## config.mk

```make
export PLATFORM = sky130hd
export DESIGN_NAME = ara_table
export DESIGN_NICKNAME = d
export VERILOG_FILES = /design/src/ara_pkg.sv /design/src/ara_table.sv
export SDC_FILE = /design/constraint.sdc
export NUM_CORES = 2
export LEC_CHECK = 0
export ABC_AREA = 0
export BUFFER_PORTS_ARGS = -buffer_cell sky130_fd_sc_hd__clkbuf_2
export CORE_MARGIN = 2
export CORE_UTILIZATION = 40
export DETAILED_ROUTE_END_ITERATION = 8
export GPL_ROUTABILITY_DRIVEN = 0
export PLACE_DENSITY_LB_ADDON = 0.12
export SETUP_SLACK_MARGIN = 0.5
export SYNTH_ARGS = -nofsm -noshare
export SYNTH_HDL_FRONTEND = slang
export SYNTH_SLANG_ARGS = --single-unit
```

## constraint.sdc

```tcl
create_clock -name i_clk -period 5.5 [get_ports i_clk]
set_input_delay 0.275 -clock i_clk [delete_from_list [all_inputs] [get_ports i_clk]]
set_output_delay 0.275 -clock i_clk [all_outputs]
set_load 0.05 [all_outputs]
```

## src/ara_pkg.sv

```systemverilog
`timescale 1ns / 1ps
// ============================================================================
// ara_pkg
// Shared types, codes and defaults of the address range allocator.
// ============================================================================
package ara_pkg;

    localparam int ADDR_W         = 32;
    localparam int SLOTS_DEF      = 64;
    localparam int PAGE_BYTES_DEF = 4096;

    localparam logic [1:0] REQ_ADD   = 2'd0;
    localparam logic [1:0] REQ_ALLOC = 2'd1;
    localparam logic [1:0] REQ_CLAIM = 2'd2;

    localparam logic [1:0] STAT_OK   = 2'd0;
    localparam logic [1:0] STAT_ZERO = 2'd1;
    localparam logic [1:0] STAT_MISS = 2'd2;
    localparam logic [1:0] STAT_FULL = 2'd3;

    typedef struct packed {
        logic [ADDR_W-1:0] start;
        logic [ADDR_W-1:0] length;
    } t_slot;

    typedef enum logic [2:0] {
        ST_CLEAR,
        ST_IDLE,
        ST_ROUND,
        ST_SCAN,
        ST_FSCAN,
        ST_WTAIL,
        ST_WHOLD,
        ST_DONE
    } t_state;

endpackage

```

## src/ara_table.sv

```systemverilog
`timescale 1ns / 1ps
// ============================================================================
// ara_table
// Slot table memory: one write port, one read port with registered data.
// ============================================================================
module ara_table #(
    parameter int SLOTS = ara_pkg::SLOTS_DEF
) (
    input  logic                     i_clk,
    input  logic                     i_wr_en,
    input  logic [$clog2(SLOTS)-1:0] i_wr_idx,
    input  ara_pkg::t_slot           i_wr_data,
    input  logic [$clog2(SLOTS)-1:0] i_rd_idx,
    output ara_pkg::t_slot           o_rd_data
);

    ara_pkg::t_slot r_mem [SLOTS];
    ara_pkg::t_slot r_rd_data;

    always_ff @(posedge i_clk) begin
        if (i_wr_en) begin
            r_mem[i_wr_idx] <= i_wr_data;
        end
    end

    always_ff @(posedge i_clk) begin
        r_rd_data <= r_mem[i_rd_idx];
    end

    assign o_rd_data = r_rd_data;

endmodule

```

=== Yosys cells after proc, flatten, opt, wreduce, memory -nomap -nowiden ===
Memories as Yosys holds them, arrays and structs flattened. A register that Yosys moved wholly into a read port is not among the register bits.
Cells that the tools add are included.

* Muxes and demuxes: 2

{| class="wikitable"
|+ Operators with widths
! cell !! number
|-
| $mux W1 || 2
|}

* Memories: 1
* Logic and storage cells: 3
* Bits in registers: 0
* Output and inout port bits: 64
* Input port bits: 78
* RAM bits: 4,096

{| class="wikitable"
|+ Memory list
! name !! depth !! width !! rd ports !! clocked after Yosys merged registers in !! wr ports !! line !! RTL
|-
| r_mem || 64 || 64 || 1 || 1 || 1 || ara_table.sv:17 || <nowiki>ara_pkg::t_slot r_mem [SLOTS];</nowiki>
|}

=== Longest topological paths before layout ===
* Word-level depth: 2
* Gate-level depth with buffers: 9

=== Worst setup path before layout ===
No wires, ideal clock.

* Path type: input to register
* Start point: input i_wr_idx[3]
* End point: memory r_mem[48][0] (netlist bit) (enable)
* Setup time: 0.564 ns
* Stages on the path: 4
* Buffers on the path: 1
* Setup slack: -0.211 ns
* Data required time: 4.936 ns
* Data arrival time: 5.147 ns
* Cell sequence: clkbuf_1 nor2b_1 nand4b_1 nor3_1

{| class="wikitable"
|+ RTL lines
! item !! line !! RTL
|-
| from (decl) || ara_table.sv:11 || <nowiki>input logic [$clog2(SLOTS)-1:0] i_wr_idx,</nowiki>
|-
| to (decl) || ara_table.sv:17 ||
|}

No word-level cell before the write port.

=== Worst setup path after layout ===
* Start point: input i_wr_idx[1]
* End point: memory r_mem[23][54] (netlist bit) (enable)

No word-level cell before the write port.

==> out/qor.txt <==
Status - completed
Post-synthesis register bit count - 4160
Design Area, Final - 180000 sq um
Critical Path Start - i_wr_idx[1]
Hpwl dp - 265 mm
DR vias - 76.3k
Congestion Overflow GR - 0
Reg2reg setup slack - 3.23 ns
Synthesized Nets - 6676
CP max FO - 40
Worst skew pair latency - 1.00 ns
Period utilization - 55.9%
CTS buffer count - 432
CTS-repair resized insts - 0
Post-route DRC - 0
Final Slew Violations - 0
Pin count of the biggest net entering global routing - 82
Max-cap viol count - 0
Power Density - 378 nW/um^2
Rel. slew slack - 7.36%
Post-Synthesis Cells - 6598
Placed cells - 11.9k
Crit path arrival time - 3.69 ns
Worst Skew - 0.0370 ns
Die Ht - 629 um
Global-route wire length before repair - 662 mm
Number of library cell types mapped by synthesis - 33
Iter 0 DRT Violations - 9677
Core ar. - 389000 sq um
Yosys warns - 0
WS Path Type - in -> reg
Top cells by count, synth - edfxtp_1, mux4_2, buf_2, a22oi_1, clkbuf_1
Vias/cell - 6.00
Cts hold-fix bufs - 21
Finish-stage setup viols - 0
Mean Syn Cell Area - 23.7 sq um
Ys async rst share - 0%
Layout cell share with drive strength beyond 1 - 29.2%
CTS tree - done
Drt pass-1 iters - 6
Total Die Area - 396000 sq um
Area growth syn-to-layout - 15.2%
Post-synthesis sequential area ratio - 79.5%
Rows - 229
Final Net Count - 7211
Maximum vdd drop - 0.000264 V
Most frequent cell after synthesis - edfxtp_1
Final antenna-violating net count - 0
Reg2reg start - r_mem[63][58]
CTS Buffer Depth - 4
Crit. End Element - register
Final cell count without fillers - 12.7k
Hold Startpoint - i_wr_idx[2]
Setup Buffers After CTS - 0
Setup TNS - 0 ns
Initial antenna violation count - 49
IO buf count - 141
Root buffer cell - clkbuf_16
Initial Utilization - 40.2%
FMAX - 325 MHz
H-tree depth - 5
Wirelength per Cell - 38.3 um
Unrepaired setup endpoints after global routing - false
Yosys top cell by area - edfxtp_1
CTS clock-pin slew for the worst setup and hold paths - 0.06 ns
Measured slew at the worst slew-check pin - 1.39 ns
GRT Resource Usage Total - 24.3%
Pleak - 56.1 nW
Final Hold Fails - 0
Total Wirelength - 487 mm
EDFF count, synth - 4096
Syn Std Cell Area - 156000 sq um
CP required - 6.11 ns
Top_reg_cell synth - edfxtp_1
Hold Path Class - in -> reg
Fin crit period - 3.07 ns
Placed instance area - 166000 sq um
Synth top area cells - edfxtp_1, mux4_2, mux2i_1
DIE WIDTH - 629 um
Startpoint types - input port
IO Count - 142
Vias in the first global route - 77.1k
CTS sink cnt - 4160
Yosys top cell area share - 78.7%
[routing by layer]
metal,global-route usage (%),wire [um]
met1,35.0,207000
met2,39.3,235000
met3,3.53,32600
met4,5.90,11900
met5,0,32
[kinds of logic after synthesis]
| logic type | Yosys count | share of synthesized area (%) |
|---|---|---|
| compound gates | 504 | 2.48 |
| buf+inv | 389 | 1.18 |
| flops | 4160 | 79.5 |
| mux | 1159 | 15.6 |
| simple gates | 386 | 1.24 |
[where the power goes]
group          total, W  switching (W)  internal, W
clock            0.0294         0.0123       0.0171
sequential       0.0353       0.000184       0.0351
combinational   0.00339        0.00225      0.00114
total            0.0681         0.0147       0.0533
[layout by cell type, fill, tap and decap left out, types with 28 or more instances in the layout]
master	netlist	layout
mux2i_1	135	135
nor2_1	112	47
and3_1	64	64
buf_12	0	84
a22oi_1	168	168
o221ai_1	38	38
a22o_1	88	88
clkinv_2	0	76
clkinv_1	0	87
nand2_1	58	54
clkbuf_1	140	103
nor2_4	0	65
o22ai_1	83	83
clkbuf_16	0	440
edfxtp_1	4096	4096
clkbuf_2	0	134
dfxtp_1	64	64
buf_4	34	221
or2_2	28	28
mux4_2	1024	1024
nand3_1	45	45
a211oi_1	63	63
or3_1	29	29
bufinv_16	0	46
[layout make-up]
| class | instances | area (sq um) |
|---|---|---|
| Fill cell | 32300 | 209000 |
| Sequential cell | 4160 | 124000 |
| Multi-Input combinational cell | 2049 | 30800 |
| Clock buffer | 561 | 11600 |
| Tap cell | 5197 | 6500 |
| Timing Repair Buffer | 471 | 4320 |
| Clock inverter | 242 | 2490 |
| Inverter | 19 | 71.3 |
| Antenna cell | 14 | 35.0 |
[registers in the layout (all words and copies together) (netlist names)]
register / cells
r_mem: 4096
o_rd_data: 64
[metrics by stage]
stage	power [W]	utilization [%]	setup WS [ns]	hold WS, ns
floorplan	0.0377	-	1.19	0.374
global placement	0.0393	42.6	1.98	0.802
detailed placement	0.0394	42.6	1.94	0.806
CTS	0.0686	46.2	2.53	0.00387
global route	0.0700	46.3	2.43	0.0738
finish	0.0681	46.3	2.43	0.0959
[worst max-delay path: stages]
cell and delay (ns):
dlygate4sd3_1 0.67, clkbuf_2 0.32, nand4_1 0.69, nor2_4 1.11
buf_12 0.50
[path summary, 6_finish.rpt]
path / depth (start not counted) / endpoint
setup / recovery: 5 / r_mem[23][54]
hold / removal: 3 / r_mem[48][6]
setup reg to reg: 5 / o_rd_data[58]
hold reg to reg: 4 / o_rd_data[63]
No activity file was read; power rests on OpenSTA's default activity.
