### src/ara_pkg.sv
`timescale 1ns / 1ps
// ============================================================================
// ara_pkg
// Shared types, codes and defaults of the address range allocator.
// ============================================================================
package ara_pkg;

    localparam int ADDR_W         = 32;
    localparam int SLOTS_DEF      = 64;
    localparam int PAGE_BYTES_DEF = 4096;

    localparam logic [1:0] REQ_ADD   = 2'd0;
    localparam logic [1:0] REQ_ALLOC = 2'd1;
    localparam logic [1:0] REQ_CLAIM = 2'd2;

    localparam logic [1:0] STAT_OK   = 2'd0;
    localparam logic [1:0] STAT_ZERO = 2'd1;
    localparam logic [1:0] STAT_MISS = 2'd2;
    localparam logic [1:0] STAT_FULL = 2'd3;

    typedef struct packed {
        logic [ADDR_W-1:0] start;
        logic [ADDR_W-1:0] length;
    } t_slot;

    typedef enum logic [2:0] {
        ST_CLEAR,
        ST_IDLE,
        ST_ROUND,
        ST_SCAN,
        ST_FSCAN,
        ST_WTAIL,
        ST_WHOLD,
        ST_DONE
    } t_state;

endpackage

### src/ara_round.sv
`timescale 1ns / 1ps
// ============================================================================
// ara_round
// Page rounding unit: reciprocal multiply for the page remainder, then round up.
// ============================================================================
module ara_round #(
    parameter int PAGE_BYTES = ara_pkg::PAGE_BYTES_DEF
) (
    input  logic                       i_clk,
    input  logic                       i_rst_n,
    input  logic                       i_start,
    input  logic [ara_pkg::ADDR_W-1:0] i_len,
    output logic                       o_done,
    output logic [ara_pkg::ADDR_W:0]   o_need
);

    localparam int AW = ara_pkg::ADDR_W;
    localparam int RW = $clog2(PAGE_BYTES) + 1;
    localparam int SH = AW + $clog2(PAGE_BYTES);
    localparam logic [63:0]   MAGIC_W = ((64'd1 << SH) / 64'(PAGE_BYTES)) + 64'd1;
    localparam logic [AW:0]   MAGIC   = MAGIC_W[AW:0];
    localparam logic [AW-1:0] PAGE_A  = AW'(PAGE_BYTES);
    localparam logic [AW:0]   PAGE_N  = (AW + 1)'(PAGE_BYTES);

    logic          r_orig_v, r_quot_v, r_done;
    logic [AW-1:0] r_orig;
    logic [AW-1:0] r_quot;
    logic [RW-1:0] r_rem;
    logic [2*AW:0] prod;
    logic [AW-1:0] quot;
    logic [AW-1:0] rem_full;

    // quotient by the page size: multiply by the rounded-up reciprocal, shift
    assign prod     = {{AW{1'b0}}, MAGIC} * {{(AW + 1){1'b0}}, r_orig};
    assign quot     = AW'(prod >> SH);
    assign rem_full = r_orig - r_quot * PAGE_A;

    always_ff @(posedge i_clk) begin
        if (!i_rst_n) begin
            r_orig_v <= 1'b0;
            r_quot_v <= 1'b0;
            r_done   <= 1'b0;
        end else begin
            r_orig_v <= i_start;
            r_quot_v <= r_orig_v;
            r_done   <= r_quot_v;
        end
    end

    always_ff @(posedge i_clk) begin
        if (i_start) begin
            r_orig <= i_len;
        end
        r_quot <= quot;
        r_rem  <= RW'(rem_full);
    end

    assign o_done = r_done;
    assign o_need = {1'b0, r_orig}
                  + ((r_rem == '0) ? '0 : (PAGE_N - (AW + 1)'(r_rem)));

endmodule
### config.mk
export PLATFORM = sky130hd
export DESIGN_NAME = ara_round
export DESIGN_NICKNAME = d
export VERILOG_FILES = /design/src/ara_pkg.sv /design/src/ara_round.sv
export SDC_FILE = /design/constraint.sdc
export NUM_CORES = 1
export LEC_CHECK = 0
export BUFFER_PORTS_ARGS = -buffer_cell sky130_fd_sc_hd__buf_2
export CAP_MARGIN = 40
export CORE_MARGIN = 8
export CORE_UTILIZATION = 55
export DETAILED_ROUTE_END_ITERATION = 7
export GPL_TIMING_DRIVEN = 0
export MAX_ROUTING_LAYER = met4
export PLACE_DENSITY = 0.82
export SYNTH_ARGS = -nofsm -noshare
export SYNTH_HDL_FRONTEND = slang
export SYNTH_SLANG_ARGS = --single-unit
### constraint.sdc
create_clock -name i_clk -period 5.9 [get_ports i_clk]
set_input_delay 1.18 -clock i_clk [delete_from_list [all_inputs] [get_ports i_clk]]
set_output_delay 1.18 -clock i_clk [all_outputs]
set_load 0.02 [all_outputs]
* Word-level counts from Yosys, hierarchy flattened *
Index checks and enable logic that the tools add are counted.

storage, ports and cells
  register bits = 49
  latch bits = 0
  RAM bits = 0
  memory bits (read-only) = 0
  bits of input ports = 35
  output and inout port bits = 34
  logic and storage cells = 12
  memories kept = 0

cells by class
  add/subtract/negate cells = 3
  $mul = 1
  divide/modulo/power cells = 0
  magnitude comparators = 0
  equality and inequality tests = 0
  shift-type cells = 0
  multiplexer cells = 1
  bitwise gates (word level) = 0
  reductions and logical operators = 1

operator list
  operator                                                              count
  33-bit by 32-bit multiplier with 45-bit output, first input constant  1
  32-bit by 33-bit adder with 33-bit output                             1
  33-bit two-way mux                                                    1
  13-bit by 13-bit subtractor with 14-bit output, first input constant  1
  13-bit logical NOT                                                    1
  13-bit subtractor                                                     1

* Longest topological paths before layout *
  depth after elaboration = 3
  mapped depth = 17
  mapped depth without buffers = 17

* Worst setup path before layout *
No wires, ideal clock.

  path type = reg2out
  start point = register r_rem[2]
  end point = output port o_need[32] (netlist bit)
  arrival time = 3.689 ns
  path slack = 1.031 ns
  stages on the path, launching flop included = 14
  buffers on the path = 0
  path through = dfxtp_1 > nor2_1 > nand3_1 > or3_1 > or3_1 > o21a_1 > ha_1 > nand4_2 > or3_1 > o211ai_2 > a31oi_4 > o31a_1 > o31ai_4 > xor2_1

on the way
  word-level cells in the longest chain between the ends = 3
  elaborated cells between the ends (all ways) = 4

RTL lines
  item                                                                                  RTL line         text
  from (decl)                                                                           ara_round.sv:28  logic [RW-1:0] r_rem;
  from (signal assigned)                                                                ara_round.sv:55  r_rem <= RW'(rem_full);
  13-bit by 13-bit subtractor with 14-bit output or 13-bit logical NOT (tied branches)  ara_round.sv:60  + ((r_rem == '0) ? '0 : (PAGE_N - (AW + 1)'(r_rem)));
  33-bit two-way mux (*)                                                                ara_round.sv:60
  32-bit by 33-bit adder with 33-bit output (*)                                         ara_round.sv:60
  to (decl)                                                                             ara_round.sv:14  output logic [ara_pkg::ADDR_W:0] o_need

Every way passes the cells marked *; elsewhere a longest branch is shown, timed or not.

* Worst setup path in the final report *
Ends and elaborated chain as after synthesis.

==> flow_summary.yaml <==
run_status:
  status: "complete, no violations"
timing:
  setup_tns_ns: 0
  tightest_slew_ns: 0.7649
  max_freq_mhz: 182.5
  fin_crit_sh_pct: 92.88
  hold_viol: 0
  relSlewSlack_pct: 49.01
  final-setup-viol-count: 0
  fin_worst_skew_ns: 0.004972
  fin_ws_ns: 0.4202
  slew_viol_final: 0
  grt_setup_unrepaired: "false"
  post-route-min-period_ns: 5.480
route:
  viasPerCell: 5.779
  drc: 0
  wl_mm: 7.860
  drt_iter0_markers: 115
  drt_first_pass_iters: 4
  wl_per_cell_um: 16.11
  drtAntennaViolNets: 0
  num_vias: 2820
clock_tree:
  hold_buffers: 0
  clk_latency_ns: 0.31
  cts_tree: "done"
  cts_max_level: 2
  cts_sinks: 49
  clockRootBuffer: "clkbuf_8"
  clkTransAtPathRegs_ns: 0.10
  cts_buffer_depth: 2
  cts_buffers: 5
yosys:
  synth_edf_count: 32
  netlist_instances: 337
  synthesis.yosys.warnings: 0
  synth-seq-cells: 49
  synth_ff_type: "edfxtp_1"
  syn-num-nets: 406
  postSynth.asyncResetShare_pct: 0
  syn_area_per_cell_um2: 10.12
  synth-seq-area-share_pct: 38.14
  syn-cell-area_um2: 3412
  synth_cell_types: 52
grt:
  antenna_found_initial: 0
  grt_pass1_wl_mm: 12.65
  top_usage_layer: "met2"
  grtUsageMet2_pct: 32.10
  grt.total_usage_pct: 18.01
  grt_use_met3_pct: 4.444
  grt_overflow: 0
  grt_pass1_vias: 2952
  grt_use_met1_pct: 18.92
  grt_max_degree: 34
critical_path:
  end_kind: "output pin"
  critPathMaxFanout: 20
  cp_data_arrival_time_ns: 4.30
  worstSetupPathType: "flop to output pin"
  required_ns: 4.72
  critPathLaunchType: "flop"
die:
  fp.dieW_um: 94.77
  dieHeight_um: 94.77
  io_pins: 69
  start_util_pct: 57.29
  die_area_um2: 8980
  core_area_um2: 5956
  core.rowCount: 28
pwr:
  peakVddDrop_v: 0.0002366
  p_per_area_nw_per_um2: 344.4
  leakage_uw: 0.001760
  p_total_uw: 1358
finish:
  finalNetCount: 481
  n_antenna_cell: 0
  drive_above_1_share_pct: 23.49
  area_growth_pct: 15.55
  final_area_um2: 3943
placement:
  place.gp.congestion: 0.8662
  numPortBuffers: 68
  placed_area_um2: 3846
  place_ws_ns: 0.5800
  dp_hpwl_mm: 6.078
min_path:
  min_path_type: "flop to flop"
run:
  maxCapViolations: 0
layout make-up:
cell class / instances / area (um^2)
timing repair buffer: 68 / 340.3
clock inverter: 3 / 21.27
tap: 75 / 93.84
clock buffer: 5 / 68.82
multi-input combinational: 264 / 1936
fill: 491 / 2013
buffer: 11 / 132.6
sequential: 49 / 1301
inverter: 13 / 48.80
metal layers:
layer | wire [um] | up-vias
met1 | 3210 | 1312
met3 | 488 | 13
li1 | - | 1408
met5 | 0 | -
met4 | 123 | 0
met2 | 4038 | 87
synthesized netlist by cell type, drive strengths merged (2+ instances only):
library cell	instances	share of area (%)
nor3	8	1.2
xor2	20	5.1
o21a	5	1.1
and3	6	1.1
a21oi	19	2.9
ha	33	12
a211oi	6	1.3
xnor2	18	4.6
a21o	17	3.7
or3	5	0.92
a211o	2	0.51
nand3	8	1.2
edfxtp	32	28
o21ai	20	3.3
buf	10	3.3
a2111oi	2	0.55
and2	7	1.3
or2	2	0.37
dfxtp	17	10
o211ai	3	0.81
o31ai	4	1.3
nand4	8	1.7
nand2	20	2.2
o21bai	4	0.88
nor2	22	2.4
a31o	2	0.51
inv	13	1.4
nor2b	5	0.92
a31oi	9	2.1
cell families (layout without fill, tap and decap cells):
family	count (synthesis)	after routing	share of synthesized area, %
adder cells (fa/ha/maj)	34	34	12.69
AO/OA/AOI/OAI	97	97	19.95
AND/OR/NAND/NOR	95	95	14.16
XOR/XNOR	38	38	9.754
flip-flops	49	49	38.14
buffers and inverters	24	100	5.317
flip-flops by register name (all words and copies together) (netlist names):
register  count
r_orig       32
r_rem        13
o_done        1
r_orig_v      1
r_quot        1
r_quot_v      1
final timing paths:
path	start	endpoint	slack, ns	cells past startpoint
setup / recovery	r_rem[2]	o_need[32]	0.42	14
hold / removal	r_orig[7]	r_rem[7]	0.39	0
setup reg to reg	r_orig[12]	r_rem[12]	5.20	1
hold reg to reg	r_orig[7]	r_rem[7]	0.39	0
critical path, cell delays in order, from the launching register on:
cell      delay, ns
dfxtp_1        0.35
nor2_1         0.12
nand3_1        0.12
or3_1          0.39
or3_1          0.37
o21a_2         0.39
ha_1           0.50
nand4_2        0.17
or3_1          0.41
o211ai_2       0.10
a31oi_4        0.07
o31a_1         0.41
o31ai_4        0.22
xor2_1         0.17
buf_2          0.18
per-stage QoR:
stage | std cells | util, % | hold WS, ns
floorplan | 337 | - | 0.3546
global placement | 480 | 64.58 | 0.3618
detailed placement | 480 | 64.58 | 0.3721
CTS | 488 | 66.09 | 0.3922
global route | 488 | 66.20 | 0.4060
finish | 488 | 66.20 | 0.3874
cell usage in the layout (no fill, tap or decap), drive strengths merged, types with 5 or more instances in the layout:
cell type and count:
and3 6, nor2b 5, a31oi 9, dfxtp 17, inv 14, nand3 8, a211oi 6, buf 78
o21a 5, a21o 17, edfxtp 32, ha 33, o21ai 20, xor2 20, xnor2 18, and2 7
nand2 20, nand4 8, nor2 22, or3 5, nor3 8, clkbuf 5, a21oi 19
report_power, final:
part | switching (uW) | total [uW] | internal [uW]
registers | 14.6 | 409 | 394
logic | 455 | 742 | 288
clock network | 122 | 207 | 84.5
total | 591 | 1360 | 766
what timing repair did:
item | 4_1_cts | 5_1_grt
gates resized for setup | 0 | 2
setup buffers | 0 | 0
endpoints found under the setup margin | 0 | 3
Note: power is estimated with default switching activity, not from simulation.
